[src/rtl/npg_pkg.sv]
// Shared types and constants of the next-permutation generator.
// No dependencies; the interfaces and the top level import it.
`default_nettype none

package npg_pkg;

   localparam int unsigned DEF_MAX_LEN = 16;
   localparam int unsigned RESET_LEN   = 16;

   localparam int unsigned CMD_W   = 2;
   localparam int unsigned IDX_W   = 4;
   localparam int unsigned LEN_W   = 5;
   localparam int unsigned OUT_W   = 4;
   localparam int unsigned STAT_W  = 2;

   typedef enum logic [CMD_W-1:0] {
      CMD_IDENTITY = 2'd0,
      CMD_NEXT     = 2'd1,
      CMD_PREV     = 2'd2,
      CMD_SWAP     = 2'd3
   } cmd_type;

   localparam logic [STAT_W-1:0] STAT_OK    = 2'd0;
   localparam logic [STAT_W-1:0] STAT_LAST  = 2'd1;
   localparam logic [STAT_W-1:0] STAT_RANGE = 2'd2;

endpackage

`default_nettype wire

[src/rtl/npg_req_if.sv]
// Command channel of the next-permutation generator.
// Depends on npg_pkg for the field widths.
`default_nettype none

interface npg_req_if import npg_pkg::*; ();
   logic             valid;
   logic             ready;
   logic [CMD_W-1:0] command;
   logic [IDX_W-1:0] index_a;
   logic [IDX_W-1:0] index_b;

   modport source (output valid, command, index_a, index_b, input ready);
   modport sink   (input valid, command, index_a, index_b, output ready);
endinterface

`default_nettype wire

[src/rtl/npg_rsp_if.sv]
// Result channel of the next-permutation generator, one transfer per entry.
// Depends on npg_pkg for the field widths.
`default_nettype none

interface npg_rsp_if import npg_pkg::*; ();
   logic              valid;
   logic              ready;
   logic [OUT_W-1:0]  position;
   logic [OUT_W-1:0]  entry_value;
   logic [STAT_W-1:0] status;
   logic              identity_now;
   logic              last_entry;

   modport source (output valid, position, entry_value, status, identity_now, last_entry,
                   input ready);
   modport sink   (input valid, position, entry_value, status, identity_now, last_entry,
                   output ready);
endinterface

`default_nettype wire

[src/rtl/next_permutation_generator.sv]
// Top level of the next-permutation generator: command sequencer around one scan comparator.
// Depends on npg_pkg, npg_req_if, npg_rsp_if and npg_store.
//
//   channel   direction   handshake         carries
//   req_ch    in          valid / ready     command, index_a, index_b
//   rsp_ch    out         valid / ready     position, entry_value, status, identity_now,
//                                           last_entry (one transfer per entry)
//   csr_*     in          csr_wr_en         perm_len, for the user to write while idle
//
// A command is shortest for set identity and swap and longest for an advance with a
// long scan and a long tail reversal; output stalls add to it. Each scan step reads
// the two-port store and then compares, and each exchange reads both entries and
// then writes them one after the other on its single write port.
// Reset clears the store's valid bits at once; there is no clearing pass.
// req_ch.ready is high only while no command is in progress; csr writes are not gated.
`default_nettype none

module next_permutation_generator import npg_pkg::*; #(
   parameter int unsigned MAX_LEN = DEF_MAX_LEN
) (
   input  logic             clock,
   input  logic             reset,
   input  logic             csr_wr_en,
   input  logic [LEN_W-1:0] csr_wr_data,
   npg_req_if.sink          req_ch,
   npg_rsp_if.source        rsp_ch
);

   localparam int unsigned IW       = (MAX_LEN > 2) ? $clog2(MAX_LEN) : 1;
   localparam int unsigned RST_USED = (RESET_LEN > MAX_LEN) ? MAX_LEN : RESET_LEN;

   typedef enum logic [11:0] {
      ST_IDLE     = 12'b0000_0000_0001,
      ST_FIND_RD  = 12'b0000_0000_0010,
      ST_FIND_CMP = 12'b0000_0000_0100,
      ST_SUCC_RD  = 12'b0000_0000_1000,
      ST_SUCC_CMP = 12'b0000_0001_0000,
      ST_EX_RD    = 12'b0000_0010_0000,
      ST_EX_W1    = 12'b0000_0100_0000,
      ST_EX_W2    = 12'b0000_1000_0000,
      ST_ID_RD    = 12'b0001_0000_0000,
      ST_ID_CMP   = 12'b0010_0000_0000,
      ST_OUT_RD   = 12'b0100_0000_0000,
      ST_OUT_SEND = 12'b1000_0000_0000
   } state_type;

   state_type         state_ff, state_in;
   logic [IW-1:0]     len_m1_ff, len_m1_in;
   logic [IW-1:0]     ptr_a_ff, ptr_a_in;
   logic [IW-1:0]     ptr_b_ff, ptr_b_in;
   logic              mirror_ff, mirror_in;
   logic              rev_ff, rev_in;
   logic              swap_cmd_ff, swap_cmd_in;
   logic              ident_ff, ident_in;
   logic [STAT_W-1:0] status_ff, status_in;

   logic              clear_store;
   logic              rd_en;
   logic              wr_en;
   logic [IW-1:0]     wr_addr;
   logic [IW-1:0]     wr_data;
   logic [IW-1:0]     rd_a;
   logic [IW-1:0]     rd_b;
   logic [IW-1:0]     phys_a;
   logic [IW-1:0]     phys_b;
   logic              a_gt_b;
   logic              req_xfer;
   logic              out_of_range;
   logic [31:0]       csr_len;
   logic [IW-1:0]     next_s;
   logic [IW-1:0]     next_r;

   // A mirrored advance works on the permutation read right to left.
   assign phys_a = mirror_ff ? (len_m1_ff - ptr_a_ff) : ptr_a_ff;
   assign phys_b = mirror_ff ? (len_m1_ff - ptr_b_ff) : ptr_b_ff;

   // The one shared comparator used by both scans.
   assign a_gt_b = rd_a > rd_b;

   assign req_xfer     = req_ch.valid && req_ch.ready;
   assign out_of_range = (32'(req_ch.index_a) > 32'(len_m1_ff))
                         || (32'(req_ch.index_b) > 32'(len_m1_ff));
   assign csr_len      = 32'(csr_wr_data);

   always_comb begin
      if (csr_len < 32'd2) begin
         len_m1_in = IW'(1);
      end else if (csr_len > 32'(MAX_LEN)) begin
         len_m1_in = IW'(MAX_LEN - 1);
      end else begin
         len_m1_in = IW'(csr_len - 32'd1);
      end
   end

   always_comb begin
      if (rev_ff) begin
         next_s = ptr_a_ff + IW'(1);
         next_r = ptr_b_ff - IW'(1);
      end else begin
         next_s = ptr_a_ff + IW'(1);
         next_r = len_m1_ff;
      end
   end

   always_comb begin
      state_in    = state_ff;
      ptr_a_in    = ptr_a_ff;
      ptr_b_in    = ptr_b_ff;
      mirror_in   = mirror_ff;
      rev_in      = rev_ff;
      swap_cmd_in = swap_cmd_ff;
      ident_in    = ident_ff;
      status_in   = status_ff;
      clear_store = csr_wr_en;
      rd_en       = 1'b0;
      wr_en       = 1'b0;
      wr_addr     = phys_a;
      wr_data     = rd_b;

      unique case (state_ff)
         ST_IDLE: begin
            if (req_xfer) begin
               status_in   = STAT_OK;
               mirror_in   = (req_ch.command == CMD_PREV);
               rev_in      = 1'b0;
               swap_cmd_in = (req_ch.command == CMD_SWAP);
               ident_in    = 1'b1;
               ptr_a_in    = '0;
               unique case (req_ch.command)
                  CMD_IDENTITY: begin
                     clear_store = 1'b1;
                     mirror_in   = 1'b0;
                     state_in    = ST_ID_RD;
                  end
                  CMD_NEXT, CMD_PREV: begin
                     ptr_a_in = len_m1_ff - IW'(1);
                     ptr_b_in = len_m1_ff;
                     state_in = ST_FIND_RD;
                  end
                  CMD_SWAP: begin
                     if (out_of_range) begin
                        status_in = STAT_RANGE;
                        state_in  = ST_ID_RD;
                     end else begin
                        ptr_a_in = IW'(req_ch.index_a);
                        ptr_b_in = IW'(req_ch.index_b);
                        state_in = ST_EX_RD;
                     end
                  end
                  default: begin
                     state_in = ST_IDLE;
                  end
               endcase
            end
         end
         ST_FIND_RD: begin
            rd_en    = 1'b1;
            state_in = ST_FIND_CMP;
         end
         ST_FIND_CMP: begin
            // Looking for the rightmost ascent from the right end.
            if (a_gt_b) begin
               if (ptr_a_ff == '0) begin
                  status_in = STAT_LAST;
                  mirror_in = 1'b0;
                  state_in  = ST_ID_RD;
               end else begin
                  ptr_a_in = ptr_a_ff - IW'(1);
                  ptr_b_in = ptr_a_ff;
                  state_in = ST_FIND_RD;
               end
            end else begin
               ptr_b_in = len_m1_ff;
               state_in = ST_SUCC_RD;
            end
         end
         ST_SUCC_RD: begin
            rd_en    = 1'b1;
            state_in = ST_SUCC_CMP;
         end
         ST_SUCC_CMP: begin
            // Walk left until the tail value is larger than the pivot.
            if ((ptr_b_ff > (ptr_a_ff + IW'(1))) && a_gt_b) begin
               ptr_b_in = ptr_b_ff - IW'(1);
               state_in = ST_SUCC_RD;
            end else begin
               state_in = ST_EX_RD;
            end
         end
         ST_EX_RD: begin
            rd_en    = 1'b1;
            state_in = ST_EX_W1;
         end
         ST_EX_W1: begin
            wr_en    = 1'b1;
            wr_addr  = phys_a;
            wr_data  = rd_b;
            state_in = ST_EX_W2;
         end
         ST_EX_W2: begin
            wr_en   = 1'b1;
            wr_addr = phys_b;
            wr_data = rd_a;
            // After the pivot exchange the tail is reversed pair by pair.
            if (!swap_cmd_ff && (next_s < next_r)) begin
               ptr_a_in = next_s;
               ptr_b_in = next_r;
               rev_in   = 1'b1;
               state_in = ST_EX_RD;
            end else begin
               ptr_a_in  = '0;
               mirror_in = 1'b0;
               state_in  = ST_ID_RD;
            end
         end
         ST_ID_RD: begin
            rd_en    = 1'b1;
            state_in = ST_ID_CMP;
         end
         ST_ID_CMP: begin
            ident_in = ident_ff && (rd_a == ptr_a_ff);
            if (ptr_a_ff == len_m1_ff) begin
               ptr_a_in = '0;
               state_in = ST_OUT_RD;
            end else begin
               ptr_a_in = ptr_a_ff + IW'(1);
               state_in = ST_ID_RD;
            end
         end
         ST_OUT_RD: begin
            rd_en    = 1'b1;
            state_in = ST_OUT_SEND;
         end
         ST_OUT_SEND: begin
            if (rsp_ch.ready) begin
               if (ptr_a_ff == len_m1_ff) begin
                  state_in = ST_IDLE;
               end else begin
                  ptr_a_in = ptr_a_ff + IW'(1);
                  state_in = ST_OUT_RD;
               end
            end
         end
         default: begin
            state_in = ST_IDLE;
         end
      endcase
   end

   always_ff @(posedge clock) begin
      if (reset) begin
         state_ff  <= ST_IDLE;
         len_m1_ff <= IW'(RST_USED - 1);
      end else begin
         state_ff <= state_in;
         if (csr_wr_en) begin
            len_m1_ff <= len_m1_in;
         end
      end
   end

   always_ff @(posedge clock) begin
      ptr_a_ff    <= ptr_a_in;
      ptr_b_ff    <= ptr_b_in;
      mirror_ff   <= mirror_in;
      rev_ff      <= rev_in;
      swap_cmd_ff <= swap_cmd_in;
      ident_ff    <= ident_in;
      status_ff   <= status_in;
   end

   npg_store #(
      .DEPTH (MAX_LEN),
      .AW    (IW)
   ) u_store (
      .clock     (clock),
      .reset     (reset),
      .clear     (clear_store),
      .rd_en     (rd_en),
      .rd_addr_a (phys_a),
      .rd_addr_b (phys_b),
      .rd_data_a (rd_a),
      .rd_data_b (rd_b),
      .wr_en     (wr_en),
      .wr_addr   (wr_addr),
      .wr_data   (wr_data)
   );

   assign req_ch.ready        = (state_ff == ST_IDLE);
   assign rsp_ch.valid        = (state_ff == ST_OUT_SEND);
   assign rsp_ch.position     = OUT_W'(ptr_a_ff);
   assign rsp_ch.entry_value  = OUT_W'(rd_a);
   assign rsp_ch.status       = status_ff;
   assign rsp_ch.identity_now = ident_ff;
   assign rsp_ch.last_entry   = (ptr_a_ff == len_m1_ff);

endmodule

`default_nettype wire

[src/rtl/npg_store.sv]
// Permutation store: one write port, two registered read ports.
// Per-entry valid bits make an unwritten entry read as its own index.
`default_nettype none

module npg_store #(
   parameter int unsigned DEPTH = 16,
   parameter int unsigned AW    = 4
) (
   input  logic          clock,
   input  logic          reset,
   input  logic          clear,
   input  logic          rd_en,
   input  logic [AW-1:0] rd_addr_a,
   input  logic [AW-1:0] rd_addr_b,
   output logic [AW-1:0] rd_data_a,
   output logic [AW-1:0] rd_data_b,
   input  logic          wr_en,
   input  logic [AW-1:0] wr_addr,
   input  logic [AW-1:0] wr_data
);

   logic [AW-1:0]    mem [DEPTH];
   logic [DEPTH-1:0] valid_ff;
   logic [AW-1:0]    rd_a_ff;
   logic [AW-1:0]    rd_b_ff;

   always_ff @(posedge clock) begin
      if (reset || clear) begin
         valid_ff <= '0;
      end else if (wr_en) begin
         valid_ff[wr_addr] <= 1'b1;
      end
   end

   always_ff @(posedge clock) begin
      if (wr_en) begin
         mem[wr_addr] <= wr_data;
      end
   end

   always_ff @(posedge clock) begin
      if (rd_en) begin
         rd_a_ff <= valid_ff[rd_addr_a] ? mem[rd_addr_a] : rd_addr_a;
         rd_b_ff <= valid_ff[rd_addr_b] ? mem[rd_addr_b] : rd_addr_b;
      end
   end

   assign rd_data_a = rd_a_ff;
   assign rd_data_b = rd_b_ff;

endmodule

`default_nettype wire
[src/flat_wrapper.sv]
// flat-port wrapper written by rule: the top's interface ports become plain ports
module next_permutation_generator_flat import npg_pkg::*;
#(
   parameter int unsigned MAX_LEN = DEF_MAX_LEN
)
  (clock, reset, csr_wr_en, csr_wr_data, req_ch_valid, req_ch_command, req_ch_index_a, req_ch_index_b, req_ch_ready, rsp_ch_valid, rsp_ch_position, rsp_ch_entry_value, rsp_ch_status, rsp_ch_identity_now, rsp_ch_last_entry, rsp_ch_ready);
  npg_req_if req_ch_i ();
  npg_rsp_if rsp_ch_i ();
  input  logic clock;
  input  logic reset;
  input  logic csr_wr_en;
  input  logic [LEN_W-1:0] csr_wr_data;
  input wire logic [$bits(req_ch_i.valid)-1:0] req_ch_valid;
  input wire logic [$bits(req_ch_i.command)-1:0] req_ch_command;
  input wire logic [$bits(req_ch_i.index_a)-1:0] req_ch_index_a;
  input wire logic [$bits(req_ch_i.index_b)-1:0] req_ch_index_b;
  output wire logic [$bits(req_ch_i.ready)-1:0] req_ch_ready;
  output wire logic [$bits(rsp_ch_i.valid)-1:0] rsp_ch_valid;
  output wire logic [$bits(rsp_ch_i.position)-1:0] rsp_ch_position;
  output wire logic [$bits(rsp_ch_i.entry_value)-1:0] rsp_ch_entry_value;
  output wire logic [$bits(rsp_ch_i.status)-1:0] rsp_ch_status;
  output wire logic [$bits(rsp_ch_i.identity_now)-1:0] rsp_ch_identity_now;
  output wire logic [$bits(rsp_ch_i.last_entry)-1:0] rsp_ch_last_entry;
  input wire logic [$bits(rsp_ch_i.ready)-1:0] rsp_ch_ready;
  assign req_ch_i.valid = req_ch_valid;
  assign req_ch_i.command = req_ch_command;
  assign req_ch_i.index_a = req_ch_index_a;
  assign req_ch_i.index_b = req_ch_index_b;
  assign req_ch_ready = req_ch_i.ready;
  assign rsp_ch_valid = rsp_ch_i.valid;
  assign rsp_ch_position = rsp_ch_i.position;
  assign rsp_ch_entry_value = rsp_ch_i.entry_value;
  assign rsp_ch_status = rsp_ch_i.status;
  assign rsp_ch_identity_now = rsp_ch_i.identity_now;
  assign rsp_ch_last_entry = rsp_ch_i.last_entry;
  assign rsp_ch_i.ready = rsp_ch_ready;
  next_permutation_generator #(.MAX_LEN(MAX_LEN)) u_core (.clock(clock), .reset(reset), .csr_wr_en(csr_wr_en), .csr_wr_data(csr_wr_data), .req_ch(req_ch_i), .rsp_ch(rsp_ch_i));
endmodule
[config.mk]
export PLATFORM = sky130hd
export DESIGN_NAME = next_permutation_generator_flat
export DESIGN_NICKNAME = d
export VERILOG_FILES = /design/src/rtl/npg_pkg.sv /design/src/rtl/npg_req_if.sv /design/src/rtl/npg_rsp_if.sv /design/src/rtl/next_permutation_generator.sv /design/src/rtl/npg_store.sv /design/src/flat_wrapper.sv
export SDC_FILE = /design/constraint.sdc
export NUM_CORES = 1
export LEC_CHECK = 0
export BUFFER_PORTS_ARGS = -buffer_cell sky130_fd_sc_hd__buf_4
export CORE_MARGIN = 8
export CORE_UTILIZATION = 35
export CTS_CLUSTER_DIAMETER = 120
export DETAILED_ROUTE_END_ITERATION = 8
export HOLD_SLACK_MARGIN = 0.05
export PLACE_DENSITY_LB_ADDON = 0.05
export SETUP_SLACK_MARGIN = 0.2
export SLEW_MARGIN = 20
export SYNTH_ARGS = -nofsm -noshare
export SYNTH_HDL_FRONTEND = slang
export SYNTH_SLANG_ARGS = --single-unit
[constraint.sdc]
create_clock -name clock -period 5.15 [get_ports clock]
set_input_delay 1.545 -clock clock [delete_from_list [all_inputs] [get_ports clock]]
set_output_delay 1.545 -clock clock [all_outputs]
set_load 0.05 [all_outputs]
==> flow_metrics.tcl, run 1 <==
set metrics [dict create \
    final_period_minus_worst_setup_slack_ns 3.92 \
    hold_buffers 0 \
    finalWorstSetupSlack_ns 1.23 \
    post_synth_instance_area_mm2 0.00745 \
    first_global_vias 5504 \
    worst_path_most_repeated_cell "inv_1" \
    timing.critical_path.fanout_max 8 \
    clock_network_latency_to_the_later_pin_of_the_worst_skew_pair_ns 0.42 \
    dieWidth_um 162 \
    area_delta_synth_final_pct 15.5 \
    die_h_um 162 \
    routed-via-count 5728 \
    hold_viol 0 \
    last_weighted_congestion_value_of_the_routability_driven_placer 0.863 \
    finalCoreUtilization_pct 41.1 \
    drt_iter0_markers 406 \
    drtAntennaViolNets 0 \
    crit_buf_inv 3 \
    drcViolationCount 0 \
    cp-start-kind "flop" \
    clkSlewWorstSetupHoldPaths_ns 0.06 \
    synthFlopType "edfxtp_1" \
    max-cap-violations 0 \
    clock_power_share_pct 25.8 \
    dieArea_mm2 0.0262 \
    dp_hpwl_mm 16.5 \
    h-tree-depth 4 \
    pre_cts_slack_ns 1.37 \
    final.setup.tns_ns 0 \
    yosysSeqAreaShare_pct 43.2 \
    postLayoutCellArea_mm2 0.00861 \
    number_of_sinks_driven_by_the_clock_tree 118 \
    rows 53 \
    core_area_mm2 0.0210 \
    power.static_leakage_nw 3.19 \
    maximum_resistive_drop_on_vdd_mv 0.263 \
    min_period_over_period_pct 76.2 \
    synth_edf_count 86 \
    setup_repair_after_global_routing_missed_its_margin "no" \
    post_synth.cell_area_avg_um2 11.0 \
    grt_start_max_net_pins 31 \
    wire_length_of_the_first_global_routing_pass_mm 34.1 \
    cpMaxStageDelayCell "edfxtp_1" \
    setup.worst_path.class "reg2out" \
    dr.pass1.iters 5 \
    fmax_mhz 255 \
    max-slew-margin-rel_pct 28.6 \
    placement.io_buffers 33 \
    worstSetupEndpointType "output pin" \
    arrival_ns 2.38 \
    share_seq_of_total_power_pct 26.9 \
    root_buffer "clkbuf_16" \
    gr-total-overflow 0 \
    cts_tree "built" \
    detail_route.wl_per_cell_um 22.4 \
    fin_skew_ns 0.00688 \
    post_cts_resized 0 \
    finalSetupViolCount 0 \
    critical_path_cell_by_cell "inv_1, ha_1, nand4_1, inv_1, buf_4" \
    cpLargestDelayFamily "buffers and inverters" \
    grt_antenna_before_repair 0 \
    vias_per_inst 5.75 \
    p_per_area_mw_per_mm2 555 \
    insertedDiodeCount 0 \
    worst-slew-pin-transition_ns 1.07 \
    placed_instance_area_mm2 0.00796 \
    switching_share_pct 42.6 \
    finalMaxSlewViolations 0 \
    pwr-share-comb_pct 47.3 \
    postSynthCellCount 678 \
    io_pins 34 \
    floorplan.initialDensity_pct 35.6 \
    tritoncts.num_buffers 17 \
    crit_required_ns 3.61 \
    synthArstFlopShare_pct 0 \
    run_status "completed" \
    total_of_warnings_raised_by_yosys 0 \
    synth_seq_cells 118 \
    p_switching_mw 2.03 \
    timing.hold.worst.class "reg2reg" \
    maximum_buffer_depth_of_the_clock_tree 2 \
    drive_above_1_share_pct 19.0 \
    fill_count 2059 \
    power.internal_mw 2.74 \
    number_of_buffers_inserted_to_repair_setup_after_cts 0 \
    grt_use_total_pct 17.3 \
    detail_route.wirelength_mm 22.4 \
    synthesis.nets 734 \
    critPathMaxStageDelay_ns 0.55 \
    final_nets 764 \
    synth_cell_type_count 75 \
]
## registers in the layout, summed over array words and instances (netlist names)
register and cells:
u_core.u_store.rd_data_b 4, u_core.swap_cmd_ff 1, u_core.mirror_ff 1, u_core.u_store.valid_ff 16, u_core.len_m1_ff 4, u_core.rsp_ch.status 2
u_core.u_store.mem 64, u_core.u_store.rd_data_a 4, u_core.rsp_ch.identity_now 1, u_core.rsp_ch.position 4, u_core.ptr_b_ff 4, u_core.rev_ff 1
u_core.state_ff 12
## synthesized netlist by cell type, types with 3 or more instances
| master | n | area share (%) |
|---|---|---|
| buf_2 | 11 | 0.74 |
| o31a_1 | 4 | 0.47 |
| mux2i_1 | 21 | 2.8 |
| mux4_2 | 35 | 11 |
| nand2_1 | 59 | 3.0 |
| or2_2 | 3 | 0.25 |
| o32a_1 | 4 | 0.54 |
| nor2_1 | 45 | 2.3 |
| nand3b_1 | 5 | 0.50 |
| nor4_1 | 6 | 0.50 |
| buf_4 | 8 | 0.81 |
| nand2b_1 | 13 | 1.1 |
| edfxtp_1 | 86 | 35 |
| nand3_1 | 29 | 1.9 |
| o21a_1 | 25 | 2.5 |
| or3_1 | 4 | 0.34 |
| a21o_1 | 5 | 0.50 |
| nor3_1 | 12 | 0.81 |
| o22ai_1 | 6 | 0.50 |
| xor2_1 | 8 | 0.94 |
| a311oi_1 | 6 | 0.71 |
| inv_1 | 42 | 2.1 |
| and2_1 | 3 | 0.25 |
| ha_1 | 34 | 5.7 |
| o2111ai_1 | 3 | 0.35 |
| a21oi_1 | 23 | 1.5 |
| and3_1 | 6 | 0.50 |
| o211ai_1 | 3 | 0.30 |
| nor3b_1 | 5 | 0.50 |
| nor2b_1 | 7 | 0.59 |
| o21ai_0 | 27 | 1.8 |
| clkbuf_1 | 11 | 0.55 |
| o221ai_1 | 3 | 0.35 |
| mux2_2 | 4 | 0.60 |
| dfxtp_1 | 32 | 8.6 |
| a31oi_1 | 10 | 0.84 |
| xnor2_1 | 12 | 1.4 |
| nand4_1 | 7 | 0.59 |
## power groups by stage
stage	Clock (mW)	Combinational [mW]	Sequential [mW]
floorplan	0	1.60	1.29
detailed placement	0	2.21	1.31
global placement	0	2.22	1.31
global route	1.30	2.44	1.31
finish	1.23	2.26	1.29
CTS	1.26	2.23	1.29
## path summary, 6_finish.rpt
kind / startpoint / to / slack (ns) / cells after the start
worst max-delay path: u_core.rsp_ch.position[2] / rsp_ch_last_entry / 1.23 / 5
worst max register to register: u_core.rsp_ch.position[0] / u_core.u_store.rd_data_a[1] / 1.42 / 8
worst min-delay path: u_core.u_store.valid_ff[8] / u_core.u_store.valid_ff[8] / 0.52 / 1
worst min register to register: u_core.u_store.valid_ff[8] / u_core.u_store.valid_ff[8] / 0.52 / 1
## cells in the final DEF, fill, tap and decap left out, types with 6 or more instances in the layout
cell type and instances:
a21oi_1 23, a311oi_1 6, a31oi_1 10, and3_1 6
buf_4 43, clkbuf_16 17, dfxtp_1 32, edfxtp_1 86
ha_1 34, inv_1 42, mux2i_1 21, mux4_2 35
nand2_1 59, nand2b_1 13, nand3_1 29, nand4_1 7
nor2_1 45, nor2b_1 7, nor3_1 12, nor4_1 6
o21a_1 25, o21ai_0 22, o21ai_1 6, o22ai_1 6
xnor2_1 12, xor2_1 7
## cells by family (layout without fill, tap and decap cells)
| group | count (synthesis) | count (layout) | synth area share (%) |
|---|---|---|---|
| AO/OA/AOI/OAI | 153 | 153 | 14.6 |
| XOR/XNOR | 20 | 20 | 2.35 |
| adder cells (fa/ha/maj) | 36 | 36 | 6.24 |
| buffers and inverters | 76 | 119 | 4.62 |
| flip-flops | 118 | 118 | 43.2 |
| multiplexers | 61 | 61 | 14.2 |
| AND/OR/NAND/NOR | 214 | 214 | 14.7 |
## layout make-up
| cell class | instances | area [µm²] | area share (%) |
|---|---|---|---|
| Sequential cell | 118 | 3220 | 37.4 |
| Clock inverter | 15 | 186 | 2.17 |
| Tap cell | 275 | 344 | 4.00 |
| Timing Repair Buffer | 44 | 350 | 4.07 |
| Inverter | 43 | 161 | 1.87 |
| Multi-Input combinational cell | 484 | 3920 | 45.5 |
| Clock buffer | 17 | 425 | 4.94 |
## layer usage
metal | wire length [µm] | global-route usage (%) | part of all wire [%]
met5 | 0 | 0 | 0
met4 | 297 | 4.42 | 1.3
met3 | 1730 | 4.99 | 7.8
met2 | 9680 | 25.3 | 43
met1 | 10600 | 24.6 | 48
## through the flow
stage / cells / total power [mW] / hold slack, ns
floorplan: 678 / 2.89 / 0.453
global placement: 963 / 3.52 / 0.480
detailed placement: 963 / 3.52 / 0.509
CTS: 995 / 4.77 / 0.523
global route: 996 / 5.04 / 0.545
finish: 996 / 4.78 / 0.523
(Power assumes the default switching activity.)
==> inputs of run 2 (changes only) <==
==> constraint.sdc (replaced) <==
create_clock -name clock -period 3.7 [get_ports clock]
set_input_delay 1.11 -clock clock [delete_from_list [all_inputs] [get_ports clock]]
set_output_delay 1.11 -clock clock [all_outputs]
set_load 0.05 [all_outputs]
==> run 2 against run 1 <==
  * Global-route usage is 0.28 points higher
  * Count of clock-buffer cells in the layout increased by 1
  * Cell area increased by 1.6%
  * Clock power up 32%
  * Non-clock buffer count increased by 24
  * Wire length grew 2.4%
  * Die area unchanged
  * Combinational power is 47% higher
  * Critical path depth stayed put
  * Critical path type unchanged
  * Largest cell class unchanged
==> flow_metrics.tcl, run 2 (synthesis results as in run 1) <==
set metrics [dict create \
    run_status "completed" \
    h-tree-depth 4 \
    vias_per_inst 5.72 \
    drcViolationCount 0 \
    final_cell_mix "86 x edfxtp_1, 66 x buf_4, 59 x nand2_1, 45 x nor2_1, 42 x inv_1" \
    finalCoreUtilization_pct 41.8 \
    finalSetupViolCount 0 \
    last_weighted_congestion_value_of_the_routability_driven_placer 0.831 \
    routed-via-count 5839 \
    final_period_minus_worst_setup_slack_ns 3.37 \
    largest_register "u_core.u_store.mem" \
    postLayoutCellArea_mm2 0.00875 \
    worstSetupEndpointType "output pin" \
    timing.hold.worst.class "reg2reg" \
    hold_path_end "u_core.u_store.valid_ff[8]" \
    placed_instance_area_mm2 0.00811 \
    power.static_leakage_nw 3.30 \
    number_of_sinks_driven_by_the_clock_tree 118 \
    maximum_buffer_depth_of_the_clock_tree 2 \
    timing.rr.end "u_core.rsp_ch.position[2]" \
    worst-slew-pin-transition_ns 0.738 \
    area_delta_synth_final_pct 17.4 \
    post_cts_resized 0 \
    critical_path.reg2reg.startpoint "u_core.ptr_b_ff[1]" \
    grt_start_max_net_pins 22 \
    placement.io_buffers 33 \
    power.internal_mw 3.91 \
    floorplan.initialDensity_pct 35.6 \
    io_pins 34 \
    dp_hpwl_mm 17.3 \
    arrival_ns 2.26 \
    dieArea_mm2 0.0262 \
    top_flop_regs "u_core.u_store.mem (64), u_core.u_store.valid_ff (16), u_core.state_ff (12)" \
    rows 53 \
    setup.worst_path.class "reg2out" \
    rr_worst_depth 12 \
    fill_count 2085 \
    switching_share_pct 41.3 \
    grt_antenna_before_repair 0 \
    setup_repair_after_global_routing_missed_its_margin "no" \
    crit_required_ns 2.59 \
    cp-start-kind "flop" \
    drtAntennaViolNets 0 \
    clock_power_share_pct 24.4 \
    p_per_area_mw_per_mm2 761 \
    share_seq_of_total_power_pct 25.6 \
    first_global_vias 5668 \
    cts_tree "built" \
    min_period_over_period_pct 91.2 \
    dr.pass1.iters 5 \
    grt_use_total_pct 17.6 \
    largest_register_ff_count 64 \
    dieWidth_um 162 \
    maximum_resistive_drop_on_vdd_mv 0.327 \
    max-slew-margin-rel_pct 50.7 \
    p_switching_mw 2.75 \
    tritoncts.num_buffers 17 \
    pwr-share-comb_pct 50.0 \
    report.power.total_mw 6.66 \
    drt_iter0_markers 519 \
    gr-total-overflow 0 \
    root_buffer "clkbuf_16" \
    origin_of_the_worst_min_delay_path "u_core.u_store.valid_ff[8]" \
    finalMaxSlewViolations 0 \
    wire_length_of_the_first_global_routing_pass_mm 35.0 \
    detail_route.wirelength_mm 22.9 \
    drive_above_1_share_pct 21.5 \
    mostFrequentLayoutCell "edfxtp_1" \
    final.setup.tns_ns 0 \
    max-cap-violations 0 \
    fmax_mhz 296 \
    clkSlewWorstSetupHoldPaths_ns 0.06 \
    core_area_mm2 0.0210 \
    timing.critical_path.fanout_max 7 \
    whs_path_depth 1 \
    fin_skew_ns 0.0105 \
    clock_network_latency_to_the_later_pin_of_the_worst_skew_pair_ns 0.42 \
    detail_route.wl_per_cell_um 22.5 \
    insertedDiodeCount 0 \
    final_nets 788 \
    hold_viol 0 \
    ff2ff_setup_slack_ns 0.38 \
    die_h_um 162 \
]
[run 2: worst max-delay path, cell delays in order (launching register included)]
cell and delay, ns:
dfxtp_1 0.37, or4_4 0.59, nor3_1 0.23, nand3_1 0.22, inv_1 0.20, buf_4 0.23
[run 2: timing repair]
item	CTS	global route
setup endpoints to repair	0	1
buffers inserted	0	5
hold buffers	0	0
[run 2: power by group through the flow]
stage / logic [mW] / registers [mW] / clock network (mW)
final: 3.33 / 1.71 / 1.62
after global routing: 3.59 / 1.73 / 1.71
after floorplan: 2.22 / 1.79 / 0
after global placement: 3.24 / 1.73 / 0
after CTS: 3.25 / 1.71 / 1.65
after detailed placement: 3.23 / 1.73 / 0
[run 2: cell type report]
class,count,area [µm²],share of cell area [%]
inverters,43,161,1.84
repair buffers,68,536,6.12
well taps,275,344,3.93
flip-flops and latches,118,3220,36.8
clock buffers,18,429,4.90
multi-input cells,484,3910,44.6
clock inverters,14,153,1.74
[run 2: worst max path at each step]
stage,startpoint,slack (ns),to
after floorplan,u_core.rsp_ch.position[2],0.59,u_core.u_store.mem[4][0]
after CTS,u_core.state_ff[3],0.32,req_ch_ready
after global routing,u_core.rsp_ch.position[2],0.22,u_core.u_store.mem[7][2]
after detailed placement,req_ch_index_a[1],0.36,u_core.ptr_b_ff[0]
after global placement,u_core.ptr_b_ff[0],0.41,u_core.u_store.rd_data_b[0]
final,u_core.state_ff[3],0.33,req_ch_ready
[run 2: layer usage]
layer	up-vias	global-route usage, %	share of wire (%)
li1	2702	-	-
met3	16	3.32	5.9
met1	2940	25.7	49
met4	0	4.25	0.83
met2	181	26.3	44
met5	-	0	0
[run 2: per-stage QoR]
step | setup slack, ns | cells | hold slack (ns)
2_1_floorplan | 0.590 | 678 | 0.453
3_3_place_gp | 0.406 | 983 | 0.463
3_5_place_dp | 0.361 | 983 | 0.480
4_1_cts | 0.322 | 1015 | 0.492
5_1_grt | 0.224 | 1020 | 0.524
6_report | 0.326 | 1020 | 0.495
==> inputs of run 3 (changes only) <==
--- a/config.mk
+++ b/config.mk
@@ -7,7 +7,7 @@
 export LEC_CHECK = 0
 export BUFFER_PORTS_ARGS = -buffer_cell sky130_fd_sc_hd__buf_4
 export CORE_MARGIN = 8
-export CORE_UTILIZATION = 35
+export CORE_UTILIZATION = 50
 export CTS_CLUSTER_DIAMETER = 120
 export DETAILED_ROUTE_END_ITERATION = 8
 export HOLD_SLACK_MARGIN = 0.05
==> run 3 against run 2 <==
  * Flip-flop and latch count did not move
  * Die area fell by 27%
  * Final cell count decreased by 9.8%
  * Combinational power is 2% lower
  * Critical endpoint unchanged
  * Wire length decreased by 8.7%
  * Critical path depth stayed put
  * Worst hold slack improved by 0.015 ns
  * Sequential share of layout area is 0.81 points higher
  * Sequential power about the same
  * Via count rose by 0.98%
  * Worst setup slack better by 0.022 ns
==> flow_metrics.tcl, run 3 (synthesis results as in run 1) <==
set metrics [dict create \
    critPathMaxStageDelay_ns 0.59 \
    cpLargestDelayFamily "simple AND/OR/NAND/NOR gates" \
    top_flop_regs "u_core.u_store.mem (64), u_core.u_store.valid_ff (16), u_core.state_ff (12)" \
    crit_buf_inv 2 \
    rows 44 \
    setup_repair_after_global_routing_missed_its_margin "yes" \
    last_weighted_congestion_value_of_the_routability_driven_placer 0.947 \
    timing.hold.worst.class "reg2reg" \
    hold_path_end "u_core.u_store.valid_ff[8]" \
    ff2ff_setup_slack_ns 0.36 \
    clock_network_latency_to_the_later_pin_of_the_worst_skew_pair_ns 0.43 \
    number_of_sinks_driven_by_the_clock_tree 118 \
    critical_path.reg2reg.startpoint "u_core.rsp_ch.position[2]" \
    first_global_vias 5863 \
    root_buffer "clkbuf_16" \
    p_switching_mw 2.73 \
    worst-slew-pin-transition_ns 0.890 \
    fmax_mhz 298 \
    hold_buffers 0 \
    ff_latch_area_mm2 0.00322 \
    insertedDiodeCount 0 \
    hold_viol 0 \
    max-slew-margin-rel_pct 40.5 \
    timing.critical_path.fanout_max 7 \
    arrival_ns 2.24 \
    crit_cells 5 \
    grt_antenna_before_repair 0 \
    fin_skew_ns 0.00777 \
    drt_iter0_markers 651 \
    finalWorstSetupSlack_ns 0.349 \
    dieWidth_um 138 \
    placement.io_buffers 33 \
    die_h_um 138 \
    dr.pass1.iters 6 \
    detail_route.wl_per_cell_um 22.7 \
    largest_register_ff_count 64 \
    rr_worst_depth 10 \
    setup.worst_path.class "reg2out" \
    switching_share_pct 41.3 \
    io_pins 34 \
    report.power.total_mw 6.59 \
    finalSetupViolCount 0 \
    multi_input_area_mm2 0.00390 \
    largest_register "u_core.u_store.mem" \
    max-cap-violations 0 \
    cp-start-kind "flop" \
    floorplan.initialDensity_pct 51.3 \
    critical_path_cell_by_cell "or4_4, nor3_1, nand3_1, inv_1, buf_4" \
    finalMaxSlewViolations 0 \
    wire_length_of_the_first_global_routing_pass_mm 33.0 \
    origin_of_the_worst_min_delay_path "u_core.u_store.valid_ff[8]" \
    timing.rr.end "u_core.u_store.rd_data_a[0]" \
    drive_above_1_share_pct 20.5 \
    core_area_mm2 0.0145 \
    gr-total-overflow 0 \
    grt_use_total_pct 21.9 \
    power.internal_mw 3.87 \
    share_seq_of_total_power_pct 25.8 \
    run_status "completed" \
    final_nets 779 \
    maximum_resistive_drop_on_vdd_mv 0.446 \
    maximum_buffer_depth_of_the_clock_tree 2 \
    mostFrequentLayoutCell "edfxtp_1" \
    whs_path_depth 1 \
    final.setup.tns_ns 0 \
    final_cell_mix "86 x edfxtp_1, 59 x nand2_1, 57 x buf_4, 45 x nor2_1, 42 x inv_1" \
    tritoncts.num_buffers 17 \
    grt_start_max_net_pins 28 \
    p_per_area_mw_per_mm2 770 \
    dieArea_mm2 0.0191 \
    routed-via-count 5896 \
    clock_power_share_pct 24.8 \
    cts_tree "built" \
    clkSlewWorstSetupHoldPaths_ns 0.06 \
    vias_per_inst 6.41 \
    area_delta_synth_final_pct 14.9 \
    dp_hpwl_mm 15.5 \
    detail_route.wirelength_mm 20.9 \
    cpMaxStageDelayCell "or4_4" \
    h-tree-depth 4 \
    min_period_over_period_pct 90.6 \
    final_period_minus_worst_setup_slack_ns 3.35 \
    drtAntennaViolNets 0 \
    pre_cts_slack_ns 0.398 \
    pwr-share-comb_pct 49.4 \
    finalCoreUtilization_pct 58.9 \
    fill_count 1251 \
    crit_required_ns 2.59 \
    drcViolationCount 0 \
    power.static_leakage_nw 3.25 \
    worstSetupEndpointType "output pin" \
]
-- run 3: cell count changes in the layout (fill, tap and decap cells not counted) --
cell | before | now
a2111oi_0 | 2 | 1
o21ai_0 | 22 | 26
o21ai_1 | 6 | 2
o21ai_2 | 1 | 2
buf_4 | 66 | 57
a2111oi_1 | 0 | 1
o21ai_4 | 1 | 0
-- run 3: final cells by class --
cell class                 count  share of cell area [%]
timing repair buffer          59                    5.46
sequential                   118                    37.6
tap                          184                    2.69
clock inverter                14                    1.78
inverter                      43                    1.88
multi-input combinational    484                    45.5
clock buffer                  18                    5.01
-- run 3: worst register-to-register path, cell delays in order (launching register included) --
cell,delay (ns)
edfxtp_1,0.53
inv_1,0.20
ha_1,0.39
a21oi_1,0.19
a21oi_1,0.09
o21ai_1,0.24
xor2_2,0.45
buf_4,0.26
mux4_2,0.31
o2111ai_1,0.36
o21a_1,0.19
-- run 3: how the worst max path moves through the flow --
stage,from,end,slack (ns)
detailed placement,u_core.ptr_b_ff[0],u_core.u_store.rd_data_b[0],0.40
CTS,u_core.rsp_ch.position[2],rsp_ch_last_entry,0.30
global placement,u_core.ptr_b_ff[0],u_core.u_store.rd_data_b[0],0.45
floorplan,u_core.rsp_ch.position[2],u_core.u_store.mem[4][0],0.59
finish,u_core.state_ff[3],req_ch_ready,0.35
global route,u_core.ptr_b_ff[0],u_core.u_store.rd_data_b[0],0.20
-- run 3: power by group through the flow --
stage / logic [mW] / clock network [mW] / registers, mW
after floorplan: 2.22 / 0 / 1.79
after global placement: 3.12 / 0 / 1.72
after detailed placement: 3.19 / 0 / 1.73
after CTS: 3.20 / 1.65 / 1.70
after global routing: 3.49 / 1.71 / 1.72
final: 3.26 / 1.63 / 1.70
-- run 3: repair_timing --
action | 4_1_cts | 5_1_grt
endpoints found under the setup margin | 0 | 2
gates resized for setup | 0 | 1
buffers inserted | 0 | 1
-- run 3: per-layer routing --
metal,vias to the layer above,routed length [µm],global-route usage [%]
met5,-,0,0
met4,0,150,5.43
met3,18,1770,5.92
met2,279,9340,32.3
met1,2909,9640,31.2
li1,2690,-,-
-- run 3: per-stage QoR --
| stage | cell area [µm²] | hold slack [ns] | instances |
|---|---|---|---|
| floorplan | 7450 | 0.453 | 678 |
| global placement | 7970 | 0.477 | 887 |
| detailed placement | 7970 | 0.491 | 887 |
| CTS | 8550 | 0.503 | 919 |
| global route | 8560 | 0.518 | 920 |
| finish | 8560 | 0.510 | 920 |
